[config.mk]
export PLATFORM = sky130hd
export DESIGN_NAME = joystick_axis_duty_and_cursor
export DESIGN_NICKNAME = d
export VERILOG_FILES = /design/src/hw/rtl/jadc_pkg.sv /design/src/hw/rtl/jadc_lane.sv /design/src/hw/rtl/joystick_axis_duty_and_cursor.sv
export SDC_FILE = /design/constraint.sdc
export NUM_CORES = 1
export LEC_CHECK = 0
export BUFFER_PORTS_ARGS = -buffer_cell sky130_fd_sc_hd__buf_4
export CAP_MARGIN = 25
export CELL_PAD_IN_SITES_DETAIL_PLACEMENT = 1
export CELL_PAD_IN_SITES_GLOBAL_PLACEMENT = 1
export CORE_MARGIN = 8
export CORE_UTILIZATION = 35
export DETAILED_ROUTE_END_ITERATION = 7
export PLACE_DENSITY = 0.71
export SLEW_MARGIN = 20
export SYNTH_ARGS = -nofsm -noshare
export SYNTH_HDL_FRONTEND = slang
export SYNTH_SLANG_ARGS = --single-unit
[constraint.sdc]
create_clock -name i_clk -period 10.7 [get_ports i_clk]
set_input_delay 1.605 -clock i_clk [delete_from_list [all_inputs] [get_ports i_clk]]
set_output_delay 1.605 -clock i_clk [all_outputs]
set_load 0.005 [all_outputs]
[src/hw/rtl/jadc_pkg.sv]
`timescale 1ns / 1ps
`default_nettype none
// ----------------------------------------------------------------------------
// jadc_pkg
// Shared types and constants for the joystick axis duty and cursor block.
// ----------------------------------------------------------------------------
package jadc_pkg;

    localparam int SAMPLE_W = 12;
    localparam int LEVEL_W  = 7;
    localparam int OFF_W    = 5;
    localparam int COL_W    = 7;
    localparam int ROW_W    = 6;
    localparam int IDX_W    = 3;

    // configuration register indexes
    localparam logic [IDX_W-1:0] CFG_CENTER_X = 3'd0;
    localparam logic [IDX_W-1:0] CFG_TOP_X    = 3'd1;
    localparam logic [IDX_W-1:0] CFG_BOTTOM_X = 3'd2;
    localparam logic [IDX_W-1:0] CFG_CENTER_Y = 3'd3;
    localparam logic [IDX_W-1:0] CFG_TOP_Y    = 3'd4;
    localparam logic [IDX_W-1:0] CFG_BOTTOM_Y = 3'd5;

    localparam logic [SAMPLE_W-1:0] CENTER_RST = 12'd2047;
    localparam logic [SAMPLE_W-1:0] TOP_RST    = 12'd4095;
    localparam logic [SAMPLE_W-1:0] BOTTOM_RST = 12'd0;

    localparam logic [COL_W-1:0]   COL_REST  = 7'd100;
    localparam logic [ROW_W-1:0]   ROW_REST  = 6'd46;
    localparam logic [OFF_W-1:0]   COL_SWING = 5'd16;
    localparam logic [OFF_W-1:0]   ROW_SWING = 5'd9;
    localparam logic [LEVEL_W-1:0] DUTY_FULL = 7'd100;
    localparam logic [LEVEL_W-1:0] DUTY_MIN  = 7'd10;

    // what one axis lane hands to the merge stage
    typedef struct packed {
        logic [LEVEL_W-1:0] level;
        logic [OFF_W-1:0]   off;
        logic               neg;    // sample was below center
        logic               moved;
    } t_lane_res;

endpackage
`default_nettype wire

[src/hw/rtl/jadc_lane.sv]
`timescale 1ns / 1ps
`default_nettype none
// ----------------------------------------------------------------------------
// jadc_lane
// One axis: change rule, held sample, deflection and a restoring divider
// that produces first the duty quotient and then the cursor offset quotient.
// ----------------------------------------------------------------------------
module jadc_lane (
    input  logic                                i_clk,
    input  logic                                i_rst_n,
    input  logic                                i_start,
    input  logic [jadc_pkg::SAMPLE_W-1:0]       i_sample,
    input  logic [jadc_pkg::SAMPLE_W-1:0]       i_center,
    input  logic [jadc_pkg::SAMPLE_W-1:0]       i_top,
    input  logic [jadc_pkg::SAMPLE_W-1:0]       i_bottom,
    input  logic [jadc_pkg::OFF_W-1:0]          i_swing,
    output logic                                o_done,
    output jadc_pkg::t_lane_res                 o_res
);
    import jadc_pkg::*;

    localparam int NUM_W = 19;               // 4095 * 100 fits
    localparam logic [2:0] DUTY_TOP_BIT  = 3'd6;
    localparam logic [2:0] SWING_TOP_BIT = 3'd3;

    typedef enum logic [3:0] {
        S_IDLE  = 4'b0001,
        S_DUTY  = 4'b0010,
        S_SWING = 4'b0100,
        S_DONE  = 4'b1000
    } t_state;

    t_state                r_state, n_state;
    logic [SAMPLE_W-1:0]   r_held, n_held;
    t_lane_res             r_res, n_res;
    logic [SAMPLE_W-1:0]   r_dev, n_dev;
    logic [SAMPLE_W-1:0]   r_span, n_span;
    logic [NUM_W-1:0]      r_num, n_num;
    logic [LEVEL_W-1:0]    r_q, n_q;
    logic [2:0]            r_bit, n_bit;

    logic [SAMPLE_W-1:0]   diff;
    logic [SAMPLE_W+4:0]   diff20;
    logic                  pass;
    logic                  below;
    logic [SAMPLE_W-1:0]   dev;
    logic [SAMPLE_W-1:0]   span;
    logic                  sat;
    logic [NUM_W-1:0]      shifted;
    logic                  ge;
    logic [NUM_W-1:0]      num_step;
    logic [LEVEL_W-1:0]    q_step;

    always_comb begin
        diff   = (r_held > i_sample) ? (r_held - i_sample) : (i_sample - r_held);
        diff20 = {1'b0, diff, 4'b0} + {3'b0, diff, 2'b0};
        pass   = diff20 > {5'b0, r_held};
        below  = i_sample < i_center;
        if (below) begin
            dev  = i_center - i_sample;
            span = (i_bottom < i_center) ? (i_center - i_bottom) : '0;
        end else begin
            dev  = i_sample - i_center;
            span = (i_top > i_center) ? (i_top - i_center) : '0;
        end
        sat = (span == '0) || (dev >= span);
    end

    // one restoring quotient bit per cycle
    always_comb begin
        shifted  = NUM_W'(r_span) << r_bit;
        ge       = r_num >= shifted;
        num_step = ge ? (r_num - shifted) : r_num;
        q_step   = r_q | (LEVEL_W'(ge) << r_bit);
    end

    always_comb begin
        n_state = r_state;
        n_held  = r_held;
        n_res   = r_res;
        n_dev   = r_dev;
        n_span  = r_span;
        n_num   = r_num;
        n_q     = r_q;
        n_bit   = r_bit;
        case (r_state)
            S_IDLE: begin
                if (i_start) begin
                    n_state   = S_DONE;
                    n_res.moved = pass;
                    if (pass) begin
                        n_held = i_sample;
                    end
                    if (pass && (i_center != '0)) begin
                        if (i_sample == i_center) begin
                            n_res.level = '0;
                            n_res.off   = '0;
                            n_res.neg   = 1'b0;
                        end else if (sat) begin
                            n_res.level = DUTY_FULL;
                            n_res.off   = i_swing;
                            n_res.neg   = below;
                        end else begin
                            n_res.neg = below;
                            n_dev     = dev;
                            n_span    = span;
                            n_num     = NUM_W'(dev) * NUM_W'(DUTY_FULL);
                            n_q       = '0;
                            n_bit     = DUTY_TOP_BIT;
                            n_state   = S_DUTY;
                        end
                    end
                end
            end
            S_DUTY: begin
                n_num = num_step;
                n_q   = q_step;
                n_bit = r_bit - 3'd1;
                if (r_bit == '0) begin
                    n_res.level = (q_step < DUTY_MIN) ? '0 : q_step;
                    n_num       = NUM_W'(r_dev) * NUM_W'(i_swing);
                    n_q         = '0;
                    n_bit       = SWING_TOP_BIT;
                    n_state     = S_SWING;
                end
            end
            S_SWING: begin
                n_num = num_step;
                n_q   = q_step;
                n_bit = r_bit - 3'd1;
                if (r_bit == '0) begin
                    n_res.off = q_step[OFF_W-1:0];
                    n_state   = S_DONE;
                end
            end
            S_DONE: begin
                n_state = S_IDLE;
            end
            default: begin
                n_state = S_IDLE;
            end
        endcase
    end

    always_ff @(posedge i_clk) begin
        if (!i_rst_n) begin
            r_state <= S_IDLE;
            r_held  <= CENTER_RST;
            r_res   <= '0;
        end else begin
            r_state <= n_state;
            r_held  <= n_held;
            r_res   <= n_res;
        end
    end

    always_ff @(posedge i_clk) begin
        r_dev  <= n_dev;
        r_span <= n_span;
        r_num  <= n_num;
        r_q    <= n_q;
        r_bit  <= n_bit;
    end

    assign o_done = (r_state == S_DONE);
    assign o_res  = r_res;

endmodule
`default_nettype wire

[src/hw/rtl/joystick_axis_duty_and_cursor.sv]
`timescale 1ns / 1ps
`default_nettype none
// ----------------------------------------------------------------------------
// joystick_axis_duty_and_cursor
// Joystick sample pair in; duty per axis, cursor position and change flags out.
// ----------------------------------------------------------------------------
// Input channel: i_valid / o_stall carries one request of two 12-bit samples.
// Output channel: o_valid / i_stall carries one result per request.
// A request transfers on a clock edge with valid high and stall low.
// The x and y lanes run side by side; the merge stage waits for both and
// loads the output register, then the next request is taken.
// No division is needed when the change rule sees no move, the sample is at
// center, the center is zero or the deflection saturates; otherwise each lane's
// shared restoring divider forms 7 duty quotient bits, then 4 cursor quotient bits.
// A new request is taken only after the previous one has loaded the output register.
// A finished result waits in the output register while the next request is
// already processed; if the receiver stalls, the lanes hold their result and
// o_stall stays high until the output register frees.
// Configuration writes (i_cfg_we, i_cfg_idx, i_cfg_data) take effect at once;
// indexes above 5 are dropped. Reset (synchronous, active low) restores
// calibration defaults, held samples of 2047 and zero lane results, but not the output registers.
// ----------------------------------------------------------------------------
module joystick_axis_duty_and_cursor (
    input  logic                            i_clk,
    input  logic                            i_rst_n,
    input  logic                            i_valid,
    output logic                            o_stall,
    input  logic [jadc_pkg::SAMPLE_W-1:0]   i_sample_x,
    input  logic [jadc_pkg::SAMPLE_W-1:0]   i_sample_y,
    output logic                            o_valid,
    input  logic                            i_stall,
    output logic [jadc_pkg::LEVEL_W-1:0]    o_duty_x,
    output logic [jadc_pkg::LEVEL_W-1:0]    o_duty_y,
    output logic [jadc_pkg::COL_W-1:0]      o_cursor_col,
    output logic [jadc_pkg::ROW_W-1:0]      o_cursor_row,
    output logic                            o_moved_x,
    output logic                            o_moved_y,
    input  logic                            i_cfg_we,
    input  logic [jadc_pkg::IDX_W-1:0]      i_cfg_idx,
    input  logic [jadc_pkg::SAMPLE_W-1:0]   i_cfg_data
);
    import jadc_pkg::*;

    logic [SAMPLE_W-1:0] r_center_x, r_top_x, r_bottom_x;
    logic [SAMPLE_W-1:0] r_center_y, r_top_y, r_bottom_y;

    logic r_busy, n_busy;
    logic r_done_x, n_done_x;
    logic r_done_y, n_done_y;
    logic r_out_valid, n_out_valid;

    logic [LEVEL_W-1:0] r_duty_x, r_duty_y;
    logic [COL_W-1:0]   r_col, n_col;
    logic [ROW_W-1:0]   r_row, n_row;
    logic               r_moved_x, r_moved_y;

    logic      accept;
    logic      load;
    logic      both_done;
    logic      done_x, done_y;
    t_lane_res res_x, res_y;

    always_ff @(posedge i_clk) begin
        if (!i_rst_n) begin
            r_center_x <= CENTER_RST;
            r_top_x    <= TOP_RST;
            r_bottom_x <= BOTTOM_RST;
            r_center_y <= CENTER_RST;
            r_top_y    <= TOP_RST;
            r_bottom_y <= BOTTOM_RST;
        end else if (i_cfg_we) begin
            case (i_cfg_idx)
                CFG_CENTER_X: r_center_x <= i_cfg_data;
                CFG_TOP_X:    r_top_x    <= i_cfg_data;
                CFG_BOTTOM_X: r_bottom_x <= i_cfg_data;
                CFG_CENTER_Y: r_center_y <= i_cfg_data;
                CFG_TOP_Y:    r_top_y    <= i_cfg_data;
                CFG_BOTTOM_Y: r_bottom_y <= i_cfg_data;
                default: ;
            endcase
        end
    end

    assign accept = i_valid && !r_busy;

    jadc_lane u_lane_x (
        .i_clk    (i_clk),
        .i_rst_n  (i_rst_n),
        .i_start  (accept),
        .i_sample (i_sample_x),
        .i_center (r_center_x),
        .i_top    (r_top_x),
        .i_bottom (r_bottom_x),
        .i_swing  (COL_SWING),
        .o_done   (done_x),
        .o_res    (res_x)
    );

    jadc_lane u_lane_y (
        .i_clk    (i_clk),
        .i_rst_n  (i_rst_n),
        .i_start  (accept),
        .i_sample (i_sample_y),
        .i_center (r_center_y),
        .i_top    (r_top_y),
        .i_bottom (r_bottom_y),
        .i_swing  (ROW_SWING),
        .o_done   (done_y),
        .o_res    (res_y)
    );

    // merge: lane results stay put after done until the next start
    always_comb begin
        both_done   = (r_done_x || done_x) && (r_done_y || done_y);
        load        = r_busy && both_done && (!r_out_valid || !i_stall);
        n_done_x    = (r_done_x || done_x) && !load;
        n_done_y    = (r_done_y || done_y) && !load;
        n_busy      = (r_busy || accept) && !load;
        n_out_valid = load || (r_out_valid && i_stall);
        n_col = res_x.neg ? (COL_REST - COL_W'(res_x.off)) : (COL_REST + COL_W'(res_x.off));
        // row grows downward, i.e. for a sample below center
        n_row = res_y.neg ? (ROW_REST + ROW_W'(res_y.off)) : (ROW_REST - ROW_W'(res_y.off));
    end

    always_ff @(posedge i_clk) begin
        if (!i_rst_n) begin
            r_busy      <= 1'b0;
            r_done_x    <= 1'b0;
            r_done_y    <= 1'b0;
            r_out_valid <= 1'b0;
        end else begin
            r_busy      <= n_busy;
            r_done_x    <= n_done_x;
            r_done_y    <= n_done_y;
            r_out_valid <= n_out_valid;
        end
    end

    always_ff @(posedge i_clk) begin
        if (load) begin
            r_duty_x  <= res_x.level;
            r_duty_y  <= res_y.level;
            r_col     <= n_col;
            r_row     <= n_row;
            r_moved_x <= res_x.moved;
            r_moved_y <= res_y.moved;
        end
    end

    assign o_stall      = r_busy;
    assign o_valid      = r_out_valid;
    assign o_duty_x     = r_duty_x;
    assign o_duty_y     = r_duty_y;
    assign o_cursor_col = r_col;
    assign o_cursor_row = r_row;
    assign o_moved_x    = r_moved_x;
    assign o_moved_y    = r_moved_y;

endmodule
`default_nettype wire
==> summary.md <==
| Metric | Value |
|---|---|
| Slowest CP cell | o41ai_1 |
| Placement Setup Slack | 1.856 ns |
| Mean Syn Cell Area | 8.647 um^2 |
| Clk root buf | clkbuf_16 |
| WL per Instance | 20.53 um |
| Area grow syn2layout | 10.99% |
| Largest family of logic cells by synthesized area | compound AO/OA/AOI/OAI gates |
| Post-synthesis sequential area ratio | 0.2756 |
| # diodes | 0 |
| Worst VDD drop | 0.1297 mV |
| Synth Area in Simple Gates | 0.1391 |
| Final min period | 8.310 ns |
| Initial core utilization | 0.3523 |
| Vias/cell | 5.564 |
| Asr flop ratio synth | 0 |
| Net Count, Synth | 3267 |
| Pleak | 0.01209 uW |
| First-pass GRT wire length | 125.5 mm |
| GPL Wtd Cong | 0.8901 |
| Post-Syn Area | 24580 um^2 |
| Power per Cell Area | 276.3 nW/um^2 |
| Hold Vio Cnt, Final | 0 |
| Synth cell count leaders | ha_1, inv_1, nand2_1, a21oi_1, nor2_1 |
| Max transition margin | 0.3041 |
| Switch share | 0.4630 |
| # H-tree levels | 2 |
| Most used DFF post-synth | dfxtp_1 |
| Buffers added on ports | 74 |
| P_int | 4049 uW |
| Initial antenna violation count | 2 |
| Layout cell share with drive strength beyond 1 | 0.07409 |
| Period utilisation layout | 0.7767 |
| Site Rows | 97 |
| Crit-path max FO | 32 |
| Most numerous cell in the Yosys netlist | ha_1 |
| Setup TNS | 0 ns |
| CTS tree | built |
| CP peak stage delay | 0.73 ns |
| Hpwl dp | 63.47 mm |
| Register share of total power | 0.195 |
| Post-synthesis mux area share | 0.04061 |
| XOR/XNOR Fraction of Synth Area | 0.05909 |
| Largest net degree at the start of global routing | 79 |
| Residual DRC | 0 |
| Clock sink total | 271 |
| Arrival time worst endpoint | 8.46 ns |
| Reg area | 6777 um^2 |
| Crit path launch type | input port |
| PostCTS Resize Cnt | 0 |
| Multi-input logic area | 16320 um^2 |
| Gate power share | 0.643 |
| Synth unique cells | 100 |
| HP Class | reg -> reg |
| Switch Pwr | 3491 uW |
| FMAX | 0.1203 GHz |
| Vias in the first global route | 21.97k |
| Clock buffer depth | 3 |
| Final setup vio count | 0 |
| DIE WIDTH | 281.0 um |
| EDFF count, synth | 135 |
| Compound-gate portion of the synthesized area | 0.2209 |
| Final WS setup | 2.390 ns |
| Setup CP Type | in -> reg |
| Setup bufs post-CTS | 0 |
| Crit end category | flop |
| Yosys reg bits | 271 |
| Crit path required time | 10.85 ns |
| Die span in y | 281.0 um |
| YS warnings | 0 |
| RSZ-0062 raised after global routing | false |
| IO Count | 75 |
| Initial DRC Count | 1226 |
| Antenna viol nets, final | 0 |
| Leading area contributor after synthesis | ha_1 |
| Nets | 3301 |
| Most used cell, CP | ha_1 |
| FILL cells | 8174 |
| Max-Cap Viols | 0 |
| Drt pass-1 iters | 5 |
| Top cells by area, synth | ha_1, edfxtp_1, dfxtp_1, a21oi_1, inv_1 |
| All-Layer GR Usage | 0.1959 |
| Post-Syn Instances | 2843 |
| Clk pwr share | 0.163 |
| Slew at the pin with the worst max-slew slack | 1.044 ns |
| Final WL | 78.88 mm |
| Die area | 78980 um^2 |
| Run status | complete, no violations |
| Total grt overflow | 0 |
| TritonCTS Buffers | 34 |
| Synth top area share | 0.1786 |
| Worst skew pair latency | 0.57 ns |
| Slew Limit Fails | 0 |
| Post-Synth Adder-Cell Area | 0.2027 |
| Clock transition at the registers of the reported paths | 0.06 ns |
| Clock skew | 0.01982 ns |
| # hold bufs at CTS | 0 |
| DR vias | 21.38k |
| Core area | 69790 um^2 |
## area by class of cell
class | instances | area share
clock inverters | 17 | 0.007841
repair buffers | 91 | 0.02536
flip-flops and latches | 271 | 0.2483
well taps | 940 | 0.04310
inverters | 305 | 0.04196
multi-input cells | 2174 | 0.5982
clock buffers | 44 | 0.03522
## metal layers
metal	up-vias	routed length (um)	global-route usage
met4	2	1484	0.04327
met3	97	4186	0.02839
li1	10280	-	-
met1	10490	38690	0.2836
met2	510	34510	0.3056
met5	-	13	0
## per-stage QoR
| step | instances | utilization | cell area (um^2) | power (uW) | hold slack [ns] |
|---|---|---|---|---|---|
| 2_1_floorplan | 2843 | - | 24580 | 5061 | 0.3995 |
| 3_3_place_gp | 3777 | 0.3734 | 26060 | 6117 | 0.4193 |
| 3_5_place_dp | 3778 | 0.3736 | 26080 | 6281 | 0.4183 |
| 4_1_cts | 3839 | 0.3905 | 27250 | 7564 | 0.4317 |
| 5_1_grt | 3842 | 0.3910 | 27290 | 8233 | 0.4357 |
| 6_report | 3842 | 0.3910 | 27290 | 7540 | 0.4321 |
## sequential cells by signal, summed over array words and instances, names as in the netlist, 14 cells and up
signal,count
u_lane_x.o_res,14
u_lane_x.r_num,19
u_lane_y.o_res,14
u_lane_y.r_num,19
## placed cells by master (no fill, tap or decap), drive strengths merged, types with 84 or more instances in the layout
| master | instances |
|---|---|
| ha | 351 |
| inv | 306 |
| nand2 | 266 |
| a21oi | 243 |
| nor2 | 172 |
| dfxtp | 136 |
| edfxtp | 135 |
| xnor2 | 114 |
| o21ai | 114 |
| buf | 90 |
| a21o | 84 |
## worst max-delay path: cells and delay by family
kind,cells,cell delay (ns)
multiplexers,1,0.21
AND/OR/NAND/NOR,4,0.83
XOR/XNOR,2,0.58
buffers and inverters,3,0.58
adder cells (fa/ha/maj),4,1.35
AO/OA/AOI/OAI,11,3.25
## power by group through the flow
| stage | sequential, uW | clock (uW) | combinational [uW] |
|---|---|---|---|
| 6_report | 1470 | 1230 | 4840 |
| 5_1_grt | 1490 | 1300 | 5450 |
| 4_1_cts | 1470 | 1260 | 4840 |
| 3_5_place_dp | 1490 | 0 | 4790 |
| 3_3_place_gp | 1480 | 0 | 4640 |
| 2_1_floorplan | 1420 | 0 | 3640 |
## logic make-up after synthesis
group / count (synthesis)
AND/OR/NAND/NOR: 726
XOR/XNOR: 162
adder cells (fa/ha/maj): 381
multiplexers: 89
AO/OA/AOI/OAI: 816
buffers and inverters: 398
flip-flops: 271
## worst paths after layout
kind,from,to,slack (ns),cells past startpoint
setup / recovery,i_sample_y[2],u_lane_y.r_span[6],2.39,25
hold / removal,u_lane_y.o_res[8],o_duty_y[1],0.43,0
hold reg to reg,u_lane_y.o_res[8],o_duty_y[1],0.43,0
setup reg to reg,u_lane_y.r_held[0],u_lane_y.r_span[6],3.19,26
No activity file was read; power rests on OpenSTA's default activity.
